`src/hw/rtl/plir_pkg.sv`:
```
`timescale 1ns / 1ps

package plir_pkg;

   // Request codes
   localparam logic [1:0] REQ_INSERT  = 2'd0;
   localparam logic [1:0] REQ_REVERSE = 2'd1;
   localparam logic [1:0] REQ_DUMP    = 2'd2;

   // Status codes
   localparam logic [1:0] ST_OK     = 2'd0;
   localparam logic [1:0] ST_BADPOS = 2'd1;
   localparam logic [1:0] ST_FULL   = 2'd2;
   localparam logic [1:0] ST_EMPTY  = 2'd3;

   localparam int unsigned OUT_WIDTH = 32;
   localparam int unsigned POS_WIDTH = 6;

   // Per-cell update controls
   typedef struct packed {
      logic shift;   // take the left neighbor's value
      logic load;    // take the new element
   } cell_ctrl_type;

endpackage

```
`src/hw/rtl/plir_cell.sv`:
```
`timescale 1ns / 1ps

module plir_cell #(
   parameter int unsigned ELEMENT_WIDTH = 32
) (
   input  logic                         clock,
   input  plir_pkg::cell_ctrl_type      ctrl,
   input  logic [ELEMENT_WIDTH-1:0]     left_value,
   input  logic [ELEMENT_WIDTH-1:0]     new_value,
   output logic [ELEMENT_WIDTH-1:0]     value
);
   import plir_pkg::*;

   logic [ELEMENT_WIDTH-1:0] value_ff;
   logic [ELEMENT_WIDTH-1:0] value_in;

   always_comb begin
      value_in = value_ff;
      if (ctrl.load) begin
         value_in = new_value;
      end else if (ctrl.shift) begin
         value_in = left_value;
      end
   end

   always_ff @(posedge clock) begin
      value_ff <= value_in;
   end

   assign value = value_ff;

endmodule

```
`src/hw/rtl/positional_list_insert_reverse.sv`:
```
`timescale 1ns / 1ps

// Ordered list of up to LIST_DEPTH signed values, held in a row of cells.
//
// Request channel (req_*): req_type selects insert (at 1-based req_position),
// reverse, or dump. Result channel (rsp_*): one beat per insert, reverse or
// empty dump; a dump of a non-empty list gives one beat per entry, in list
// order, with rsp_last_of_run set on the final beat.
//
// Timing: insert, reverse and empty-dump beats are registered in the cycle after
// the request; the first beat of a non-empty dump passes the dump state register
// and then the output register. Throughput: a request can be taken every cycle
// while the receiver keeps up, except during a dump, which gives one beat per
// cycle through the single output register while the receiver keeps up;
// no request is taken until its last beat is loaded.
// Insert shifts all cells above the slot up by one, all at once.
// Reverse only toggles an orientation bit; inserts and dumps map the
// logical position to a physical cell through it.
// Reset clears the entry count, orientation and output valid; cell contents
// are left as they are and are never read before being written.
// When rsp_ready is low the output register holds its beat and req_ready
// drops, so no result is lost.

module positional_list_insert_reverse #(
   parameter int unsigned LIST_DEPTH    = 32,
   parameter int unsigned ELEMENT_WIDTH = 32
) (
   input  logic        clock,
   input  logic        reset,
   input  logic        req_valid,
   output logic        req_ready,
   input  logic [1:0]  req_type,
   input  logic [plir_pkg::POS_WIDTH-1:0] req_position,
   input  logic signed [plir_pkg::OUT_WIDTH-1:0] req_element_in,
   output logic        rsp_valid,
   input  logic        rsp_ready,
   output logic [1:0]  rsp_status,
   output logic signed [plir_pkg::OUT_WIDTH-1:0] rsp_element_out,
   output logic        rsp_last_of_run
);
   import plir_pkg::*;

   localparam int unsigned CW = $clog2(LIST_DEPTH + 1);             // count width
   localparam int unsigned IW = (LIST_DEPTH > 1) ? $clog2(LIST_DEPTH) : 1;
   localparam int unsigned PW = ((CW > POS_WIDTH) ? CW : POS_WIDTH) + 1;
   localparam int unsigned XW = (ELEMENT_WIDTH > OUT_WIDTH) ? ELEMENT_WIDTH : OUT_WIDTH;

   // ---------------- state ----------------
   logic [CW-1:0] count_ff, count_in;
   logic          rev_ff, rev_in;          // stored order is mirrored
   logic          dumping_ff, dumping_in;
   logic [CW-1:0] dump_idx_ff, dump_idx_in;

   logic          rsp_valid_ff, rsp_valid_in;
   logic [1:0]    rsp_status_ff, rsp_status_in;
   logic [OUT_WIDTH-1:0] rsp_element_ff, rsp_element_in;
   logic          rsp_last_ff, rsp_last_in;

   // ---------------- cells ----------------
   logic [ELEMENT_WIDTH-1:0] cell_value [LIST_DEPTH];
   cell_ctrl_type            cell_ctrl  [LIST_DEPTH];
   logic [ELEMENT_WIDTH-1:0] new_value;
   logic signed [XW-1:0]     ext_in;

   // ---------------- request decode ----------------
   logic          req_fire;
   logic          out_free;
   logic [PW-1:0] pos_w;
   logic [PW-1:0] count_p1;
   logic          bad_pos;
   logic          full;
   logic          ins_ok;
   logic [CW-1:0] slot_log;   // logical slot, pos - 1
   logic [CW-1:0] slot_phys;

   // ---------------- dump read ----------------
   logic [CW-1:0]        rd_phys;
   logic [ELEMENT_WIDTH-1:0] rd_value;
   logic signed [XW-1:0] ext_out;
   logic                 dump_last;

   assign out_free  = !rsp_valid_ff || rsp_ready;
   assign req_ready = !dumping_ff && out_free;
   assign req_fire  = req_valid && req_ready;

   assign pos_w    = PW'(req_position);
   assign count_p1 = PW'(count_ff) + PW'(1);
   assign bad_pos  = (pos_w == '0) || (pos_w > count_p1);
   assign full     = (count_ff >= CW'(LIST_DEPTH));
   assign ins_ok   = req_fire && (req_type == REQ_INSERT) && !bad_pos && !full;

   // pos - 1 fits in CW bits whenever the position is valid
   assign slot_log  = CW'(pos_w - PW'(1));
   // Mirrored order: logical slot s lands at physical count - s
   assign slot_phys = rev_ff ? (count_ff - slot_log) : slot_log;

   // element_in sign-extended, then kept in the low ELEMENT_WIDTH bits
   assign ext_in    = XW'(req_element_in);
   assign new_value = ext_in[ELEMENT_WIDTH-1:0];

   genvar gi;
   generate
      for (gi = 0; gi < LIST_DEPTH; gi++) begin : g_cell
         logic [ELEMENT_WIDTH-1:0] left_value;

         if (gi == 0) begin : g_head
            assign left_value = '0;
         end else begin : g_body
            assign left_value = cell_value[gi-1];
         end

         always_comb begin
            cell_ctrl[gi].load  = ins_ok && (slot_phys == CW'(gi));
            cell_ctrl[gi].shift = ins_ok && (CW'(gi) > slot_phys);
         end

         plir_cell #(
            .ELEMENT_WIDTH(ELEMENT_WIDTH)
         ) u_cell (
            .clock      (clock),
            .ctrl       (cell_ctrl[gi]),
            .left_value (left_value),
            .new_value  (new_value),
            .value      (cell_value[gi])
         );
      end
   endgenerate

   // Dump readout: one cell per beat, walked backwards when mirrored
   assign rd_phys   = rev_ff ? (count_ff - CW'(1) - dump_idx_ff) : dump_idx_ff;
   assign rd_value  = cell_value[rd_phys[IW-1:0]];
   assign ext_out   = XW'($signed(rd_value));
   assign dump_last = (dump_idx_ff == count_ff - CW'(1));

   always_comb begin
      count_in       = count_ff;
      rev_in         = rev_ff;
      dumping_in     = dumping_ff;
      dump_idx_in    = dump_idx_ff;
      rsp_valid_in   = rsp_valid_ff && !rsp_ready;
      rsp_status_in  = rsp_status_ff;
      rsp_element_in = rsp_element_ff;
      rsp_last_in    = rsp_last_ff;

      if (dumping_ff && out_free) begin
         rsp_valid_in   = 1'b1;
         rsp_status_in  = ST_OK;
         rsp_element_in = ext_out[OUT_WIDTH-1:0];
         rsp_last_in    = dump_last;
         dump_idx_in    = dump_idx_ff + CW'(1);
         if (dump_last) begin
            dumping_in = 1'b0;
         end
      end

      if (req_fire) begin
         rsp_valid_in   = 1'b1;
         rsp_status_in  = ST_OK;
         rsp_element_in = '0;
         rsp_last_in    = 1'b1;
         case (req_type)
            REQ_INSERT: begin
               if (bad_pos) begin
                  rsp_status_in = ST_BADPOS;
               end else if (full) begin
                  rsp_status_in = ST_FULL;
               end else begin
                  count_in = count_ff + CW'(1);
               end
            end
            REQ_REVERSE: begin
               rev_in = !rev_ff;
            end
            REQ_DUMP: begin
               if (count_ff == '0) begin
                  rsp_status_in = ST_EMPTY;
               end else begin
                  // beats come from the dump walk starting next cycle
                  rsp_valid_in = 1'b0;
                  dumping_in   = 1'b1;
                  dump_idx_in  = '0;
               end
            end
            default: begin
            end
         endcase
      end
   end

   always_ff @(posedge clock) begin
      if (reset) begin
         count_ff     <= '0;
         rev_ff       <= 1'b0;
         dumping_ff   <= 1'b0;
         dump_idx_ff  <= '0;
         rsp_valid_ff <= 1'b0;
      end else begin
         count_ff     <= count_in;
         rev_ff       <= rev_in;
         dumping_ff   <= dumping_in;
         dump_idx_ff  <= dump_idx_in;
         rsp_valid_ff <= rsp_valid_in;
      end
      rsp_status_ff  <= rsp_status_in;
      rsp_element_ff <= rsp_element_in;
      rsp_last_ff    <= rsp_last_in;
   end

   assign rsp_valid       = rsp_valid_ff;
   assign rsp_status      = rsp_status_ff;
   assign rsp_element_out = rsp_element_ff;
   assign rsp_last_of_run = rsp_last_ff;

   // ---------------- assertions ----------------
   a_count_bound : assert property (@(posedge clock) disable iff (reset)
      count_ff <= CW'(LIST_DEPTH))
      else $error("entry count above depth");

   a_insert_count : assert property (@(posedge clock) disable iff (reset)
      ins_ok |=> count_ff == $past(count_ff) + CW'(1))
      else $error("good insert did not bump count");

   a_reverse_flip : assert property (@(posedge clock) disable iff (reset)
      (req_fire && req_type == REQ_REVERSE) |=> rev_ff != $past(rev_ff))
      else $error("reverse did not flip orientation");

   a_dump_done : assert property (@(posedge clock) disable iff (reset)
      (dumping_ff && out_free && dump_last) |=> !dumping_ff)
      else $error("dump still running after last beat");

endmodule
```
`config.mk`:
```
export PLATFORM = sky130hd
export DESIGN_NAME = positional_list_insert_reverse
export DESIGN_NICKNAME = d
export VERILOG_FILES = /design/src/hw/rtl/plir_pkg.sv /design/src/hw/rtl/plir_cell.sv /design/src/hw/rtl/positional_list_insert_reverse.sv
export SDC_FILE = /design/constraint.sdc
export NUM_CORES = 1
export LEC_CHECK = 0
export BUFFER_PORTS_ARGS = -buffer_cell sky130_fd_sc_hd__buf_4
export CORE_MARGIN = 3
export CORE_UTILIZATION = 45
export CTS_BUF_LIST = sky130_fd_sc_hd__clkbuf_4
export DETAILED_ROUTE_END_ITERATION = 12
export HOLD_SLACK_MARGIN = 0.06
export PLACE_DENSITY_LB_ADDON = 0.25
export SLEW_MARGIN = 20
export SYNTH_ARGS = -nofsm -noshare
export SYNTH_HDL_FRONTEND = slang
export SYNTH_HIERARCHICAL = 1
export SYNTH_SLANG_ARGS = --single-unit
```
`constraint.sdc`:
```
create_clock -name clock -period 6.5 [get_ports clock]
set_clock_uncertainty 0.15 [all_clocks]
set_input_delay 1.3 -clock clock [delete_from_list [all_inputs] [get_ports clock]]
set_output_delay 1.3 -clock clock [all_outputs]
set_load 0.01 [all_outputs]
```
==> results of run 1 <==
## worst max-delay path by stage
| stage | cells past startpoint | from | to |
|---|---|---|---|
| floorplan | 15 | req_position[0] | g_cell[2].u_cell/value[0] |
| global placement | 13 | req_position[0] | g_cell[27].u_cell/value[11] |
| detailed placement | 13 | req_position[0] | g_cell[27].u_cell/value[12] |
| CTS | 15 | count_ff[0] | g_cell[25].u_cell/value[18] |
| global route | 14 | count_ff[1] | g_cell[15].u_cell/value[31] |
| finish | 14 | count_ff[0] | g_cell[31].u_cell/value[31] |
## critical path: stages, from the launching register on
cell and delay, ns:
dfxtp_1 0.45, inv_1 0.18, ha_1 0.34, inv_1 0.17, ha_1 0.28, nor2b_1 0.14
o21a_1 0.16, o21a_1 0.16, o21a_1 0.19, o311ai_2 0.39, nand2_2 0.45, buf_4 0.33
nor4_2 0.71, buf_12 0.28, mux2_2 0.36
## report_power, final
part / switching (mW) / internal [mW] / total, mW
Clock: 2.89 / 3.48 / 6.36
Sequential: 0.0321 / 7.56 / 7.59
Combinational: 0.722 / 0.433 / 1.16
Total: 3.64 / 11.5 / 15.1
## synth_stat cells, types with 7 or more instances
cell type | n | area, um^2
mux2_4 | 928 | 13900
nor2_1 | 29 | 109
a211oi_1 | 9 | 67.6
a21oi_1 | 52 | 260
nor4_1 | 24 | 150
or2_1 | 34 | 213
buf_1 | 18 | 67.6
xnor2_1 | 14 | 123
nand3_1 | 171 | 856
mux2_2 | 98 | 1100
inv_1 | 17 | 63.8
a31oi_1 | 36 | 225
dfxtp_1 | 48 | 961
buf_6 | 37 | 417
nand4_1 | 7 | 43.8
o21ai_0 | 39 | 195
xor2_1 | 8 | 70.1
buf_2 | 31 | 155
buf_12 | 96 | 1920
nor3_1 | 29 | 145
edfxtp_1 | 1026 | 30800
ha_1 | 18 | 225
mux4_2 | 256 | 5770
clkbuf_1 | 78 | 293
nand2_1 | 287 | 1080
## registers in the layout, indices dropped and copies added (netlist names), 2 cells and up
signal               flops
rsp_status               2
dump_idx_ff              6
rsp_element_out         32
count_ff                 6
g_cell.u_cell/value   1024
## area by class of cell
type	instances	area, um^2	area share (%)
multi-input cells	2141	25600	39.0
diodes	10	25.0	0.0381
inverters	18	67.6	0.103
well taps	1755	2200	3.35
repair buffers	187	2060	3.14
flip-flops and latches	1074	31800	48.4
clock buffers	484	3630	5.54
clock inverters	48	263	0.400
## routing by layer
layer | part of all wire [%] | GRT usage, % | up-vias
li1 | - | - | 14400
met1 | 47 | 30.8 | 16800
met2 | 45 | 31.9 | 1061
met4 | 1.7 | 6.26 | 0
met5 | 0 | 0 | -
met3 | 6.1 | 4.03 | 214
## cells in the final DEF (no fill, tap or decap), types with 7 or more instances in the layout
cell	synthesis	final
or2_1	34	14
nor2_1	29	29
buf_12	96	52
ha_1	18	18
nor3_2	0	7
dfxtp_1	48	48
conb_1	1	33
inv_1	17	17
nand2_1	287	286
a31oi_1	36	36
a211oi_1	9	9
nor4_2	2	25
a21oi_1	52	50
xnor2_1	14	14
mux2_2	98	98
clkbuf_4	0	484
xor2_1	8	8
mux2_4	928	928
clkinv_1	1	40
mux4_2	256	256
buf_4	1	134
edfxtp_1	1026	1026
diode_2	0	10
nor3_1	29	22
o21ai_0	39	39
nand3_1	171	171
nand4_1	7	7
or2_2	1	21
## cells by family (layout without fill, tap and decap cells)
family	count (synthesis)	after routing	share of synthesized area (%)
simple gates	615	615	4.78
other cells	1	43	0.00626
fa+ha+maj	20	20	0.443
flops	1074	1074	53.0
xor+xnor	25	25	0.403
compound gates	164	164	1.69
mux	1284	1284	34.8
buf+inv	279	737	4.89
==> results.json, run 1 <==
{
  "htree_num_levels": 5,
  "cts_tree": "yes",
  "path_clk_slew_ns": 0.06,
  "p_leak_nw": 23.7,
  "clockBufferDepth": 4,
  "synth-edff-count": 1026,
  "grt_antenna_before_repair": 3,
  "grt-ovfl-total": 0,
  "total_power_mw": 15.1,
  "synthCells": 3462,
  "ant_nets": 0,
  "vias_per_cell": 5.68,
  "drt-pass1-iter-count": 6,
  "root_buffer": "clkbuf_4",
  "ys_seq_area_share_pct": 53.0,
  "crit_path_end_kind": "flop",
  "synth_ff_type": "edfxtp_1",
  "ys_warn_count": 6,
  "start_util_pct": 45.5,
  "path_class": "reg -> reg",
  "tightest_slew_ns": 1.18,
  "worstReg2RegStart": "count_ff[0]",
  "drcViolationCount": 0,
  "fillers": 11200,
  "cts-hold-fix-buffers": 1,
  "fin_tns_setup_ns": 0,
  "die_h_um": 371,
  "regToRegEndpoint": "g_cell[31].u_cell/value[31]",
  "cts_resized": 0,
  "hold_viol_final": 0,
  "hold_path.startpoint": "req_valid",
  "grt_use_total_pct": 21.1,
  "status": "finished, final reports clean",
  "dp_hpwl_um": 88300,
  "cap_violations": 0,
  "pre_cts_ws_ns": 0.690,
  "layoutNonFillerInstCount": 5717,
  "grt_pass1_wl_um": 221000,
  "numClockSinks": 1074,
  "peakVddDrop_v": 0.000168,
  "rr_worst_depth": 14,
  "fin_util_pct": 49.8,
  "nets": 3802,
  "powerDensity_mw_per_mm2": 230,
  "setup_ws_ns": 1.48,
  "clk_latency_ns": 1.22,
  "timing.final.crit_period_ns": 5.02,
  "worstPathMaxFanout": 22,
  "syn-cell-area_mm2": 0.0599,
  "setup_viol": 0,
  "fin_crit_sh_pct": 77.2,
  "gp_congestion": 0.865,
  "io_pins": 81,
  "die_w_um": 371,
  "dp_cells": 5174,
  "min_path_cells": 3,
  "numPortBuffers": 80,
  "critPathLaunchType": "flop",
  "placed_area_mm2": 0.0617,
  "async_flop_share_pct": 0,
  "wirelength_um": 145000,
  "cp.required_ns": 7.29,
  "fp.coreArea_mm2": 0.132,
  "yosys_register_bits": 1074,
  "cts_inserted_buffers": 316,
  "core.rowCount": 133,
  "area_delta_synth_final_pct": 9.51,
  "design_area_mm2": 0.0656,
  "slew_headroom_pct": 21.5,
  "synth_cell_types": 67,
  "holdPathEnd": "rsp_valid",
  "wl_per_cell_um": 25.4,
  "via_count": 32500,
  "syn_area_per_cell_um2": 17.3,
  "cts_setup_buffers": 0,
  "drtIter0Drc": 3103,
  "grt_max_degree": 129,
  "rrSetupSlack_ns": 1.48,
  "grt_pass1_vias": 33500,
  "drv_slew": 0,
  "die_area_mm2": 0.138,
  "holdCritPathClass": "in -> reg",
  "whs_ns": 0.246,
  "rsz0062_at_grt": "no",
  "cp.arrival_ns": 5.81,
  "drive_gt1_share_pct": 51.6,
  "max_freq_mhz": 199
}
(Power assumes the default switching activity.)
==> run 2, diff against run 1 <==
==> constraint.sdc (replaced) <==
create_clock -name clock -period 5.1 [get_ports clock]
set_clock_uncertainty 0.15 [all_clocks]
set_input_delay 1.02 -clock clock [delete_from_list [all_inputs] [get_ports clock]]
set_output_delay 1.02 -clock clock [all_outputs]
set_load 0.01 [all_outputs]
==> run 2 against run 1 <==
Fmax up 9.9%. Setup slack worse by 0.95 ns. Power up 27%. Via count down 1.1%. Sequential share of layout area down 1.1 points. Hold slack worse by 0.031 ns. Clock-buffer cell count up 5. Combinational power up 30%. Clock power up 25%. Register-to-register slack worse by 0.95 ns. Die area unchanged. Flip-flop and latch count unchanged. Highest routed layer unchanged.
==> results.json, run 2 (synthesis results as in run 1) <==
{
  "path_class": "reg -> reg",
  "slew_headroom_pct": 35.8,
  "worstPathMaxFanout": 43,
  "min_path_cells": 4,
  "die_area_mm2": 0.138,
  "holdPathEnd": "rsp_status[1]",
  "wirelength_um": 132000,
  "holdCritPathClass": "in -> reg",
  "whs_ns": 0.215,
  "setup_ws_ns": 0.533,
  "via_count": 32100,
  "area_delta_synth_final_pct": 12.0,
  "grt_antenna_before_repair": 5,
  "crit_path_end_kind": "flop",
  "core.rowCount": 133,
  "max_freq_mhz": 219,
  "grt_use_total_pct": 19.2,
  "start_util_pct": 45.5,
  "fin_crit_sh_pct": 89.6,
  "rsz0062_at_grt": "no",
  "timing.final.crit_period_ns": 4.57,
  "numPortBuffers": 80,
  "die_w_um": 371,
  "pwr-share-comb_pct": 7.9,
  "rr_worst_depth": 15,
  "layout_commonest_cell": "edfxtp_1",
  "worstReg2RegStart": "count_ff[0]",
  "cts_tree": "yes",
  "critPathLaunchType": "flop",
  "power.internal_mw": 14.6,
  "hold_viol_final": 0,
  "clockBufferDepth": 4,
  "gp_congestion": 0.788,
  "largest_register_ff_count": 1024,
  "regToRegEndpoint": "g_cell[9].u_cell/value[23]",
  "dp_hpwl_um": 93700,
  "clk_latency_ns": 1.23,
  "powerDensity_mw_per_mm2": 286,
  "wl_per_cell_um": 22.6,
  "vias_per_cell": 5.50,
  "p_leak_nw": 24.5,
  "p_switching_mw": 4.58,
  "final_cell_mix": "edfxtp_1, mux2_4, clkbuf_4, nand2_1, mux4_2",
  "cp.required_ns": 5.89,
  "fp.coreArea_mm2": 0.132,
  "p_seq_share_pct": 50.5,
  "grt_pass1_wl_um": 206000,
  "setup_viol": 0,
  "drcViolationCount": 0,
  "numClockSinks": 1074,
  "grt_max_degree": 67,
  "cts_setup_buffers": 0,
  "cts_inserted_buffers": 311,
  "drt-pass1-iter-count": 5,
  "cap_violations": 0,
  "nets": 3936,
  "grt-ovfl-total": 0,
  "grt_pass1_vias": 33300,
  "drive_gt1_share_pct": 53.4,
  "tightest_slew_ns": 0.961,
  "hold_path.startpoint": "rsp_ready",
  "path_clk_slew_ns": 0.06,
  "status": "finished, final reports clean",
  "swShare_pct": 23.9,
  "root_buffer": "clkbuf_4",
  "ant_nets": 0,
  "peakVddDrop_v": 0.000229,
  "drv_slew": 0,
  "cp.arrival_ns": 5.36,
  "pwr-share-clk_pct": 41.6,
  "pre_cts_ws_ns": 0.0134,
  "die_h_um": 371,
  "rrSetupSlack_ns": 0.53,
  "drtIter0Drc": 2241,
  "htree_num_levels": 5,
  "cts_resized": 0,
  "io_pins": 81,
  "fin_tns_setup_ns": 0
}
==> run 2: cell types whose count changed in the layout (fill, tap and decap cells not counted), sizes merged, moves of 2 or more <==
cell and delta:
clkinv -10, clkbuf +5, buf +132, dlygate4sd3 +7, bufinv -2, diode -2
==> run 2: metal layers <==
layer	vias to the layer above	global-route usage (%)	share of wire (%)
met1	16400	28.6	48
met4	0	5.72	1.7
li1	14700	-	-
met5	-	0	0
met2	915	28.5	44
met3	173	3.78	5.9
==> run 2: worst max-delay path by stage <==
stage                         start                     endpoint  slack [ns]  cells after the start
global placement    req_position[1]   g_cell[5].u_cell/value[10]        0.07                     16
finish                  count_ff[0]   g_cell[9].u_cell/value[23]        0.53                     15
detailed placement  req_position[1]  g_cell[29].u_cell/value[29]        0.01                     16
global route            count_ff[0]  g_cell[30].u_cell/value[30]        0.38                     15
CTS                     count_ff[0]  g_cell[29].u_cell/value[29]        0.60                     15
floorplan           req_position[0]   g_cell[31].u_cell/value[0]       0.006                     15
==> run 2: per-stage QoR <==
| step | cell area, um^2 | util, % | cells | total power [mW] |
|---|---|---|---|---|
| after global placement | 63200 | 47.9 | 5306 | 11.3 |
| after detailed placement | 63200 | 47.9 | 5306 | 11.4 |
| after CTS | 67100 | 50.9 | 5838 | 19.4 |
| final | 67100 | 50.9 | 5846 | 19.2 |
| after global routing | 67100 | 50.9 | 5846 | 20.0 |
| after floorplan | 60000 | - | 3494 | 10.7 |
==> run 2: timing repair <==
action | in CTS | in global routing
endpoints found under the hold margin | 17 | 0
setup endpoints to repair | 0 | 0
hold buffers | 8 | 0
==> run 2: power groups by stage <==
stage / Clock (mW) / Sequential, mW / Combinational, mW
after floorplan: 0 / 9.85 / 0.861
after global placement: 0 / 9.86 / 1.48
after detailed placement: 0 / 9.87 / 1.50
after CTS: 8.26 / 9.68 / 1.51
after global routing: 8.74 / 9.68 / 1.62
final: 7.97 / 9.68 / 1.51
==> run 2: worst max-delay path, stage by stage, from the launching register on <==
cell      delay [ns]
dfxtp_1         0.45
inv_1           0.17
ha_1            0.34
inv_1           0.18
ha_1            0.28
nor2b_1         0.13
o21a_1          0.17
o21a_1          0.16
o21a_1          0.19
o311ai_2        0.45
nand2_2         0.07
buf_4           0.33
nor4_2          0.48
buf_4           0.23
buf_4           0.20
mux2_4          0.32
==> run 2: final cells by class <==
type	count	area [um^2]
Fill cell	11000	64700
Multi-Input combinational cell	2141	25600
Sequential cell	1074	31800
Clock inverter	35	161
Tap cell	1755	2200
Timing Repair Buffer	326	3640
Clock buffer	489	3670
Antenna cell	8	20.0
Inverter	18	67.6
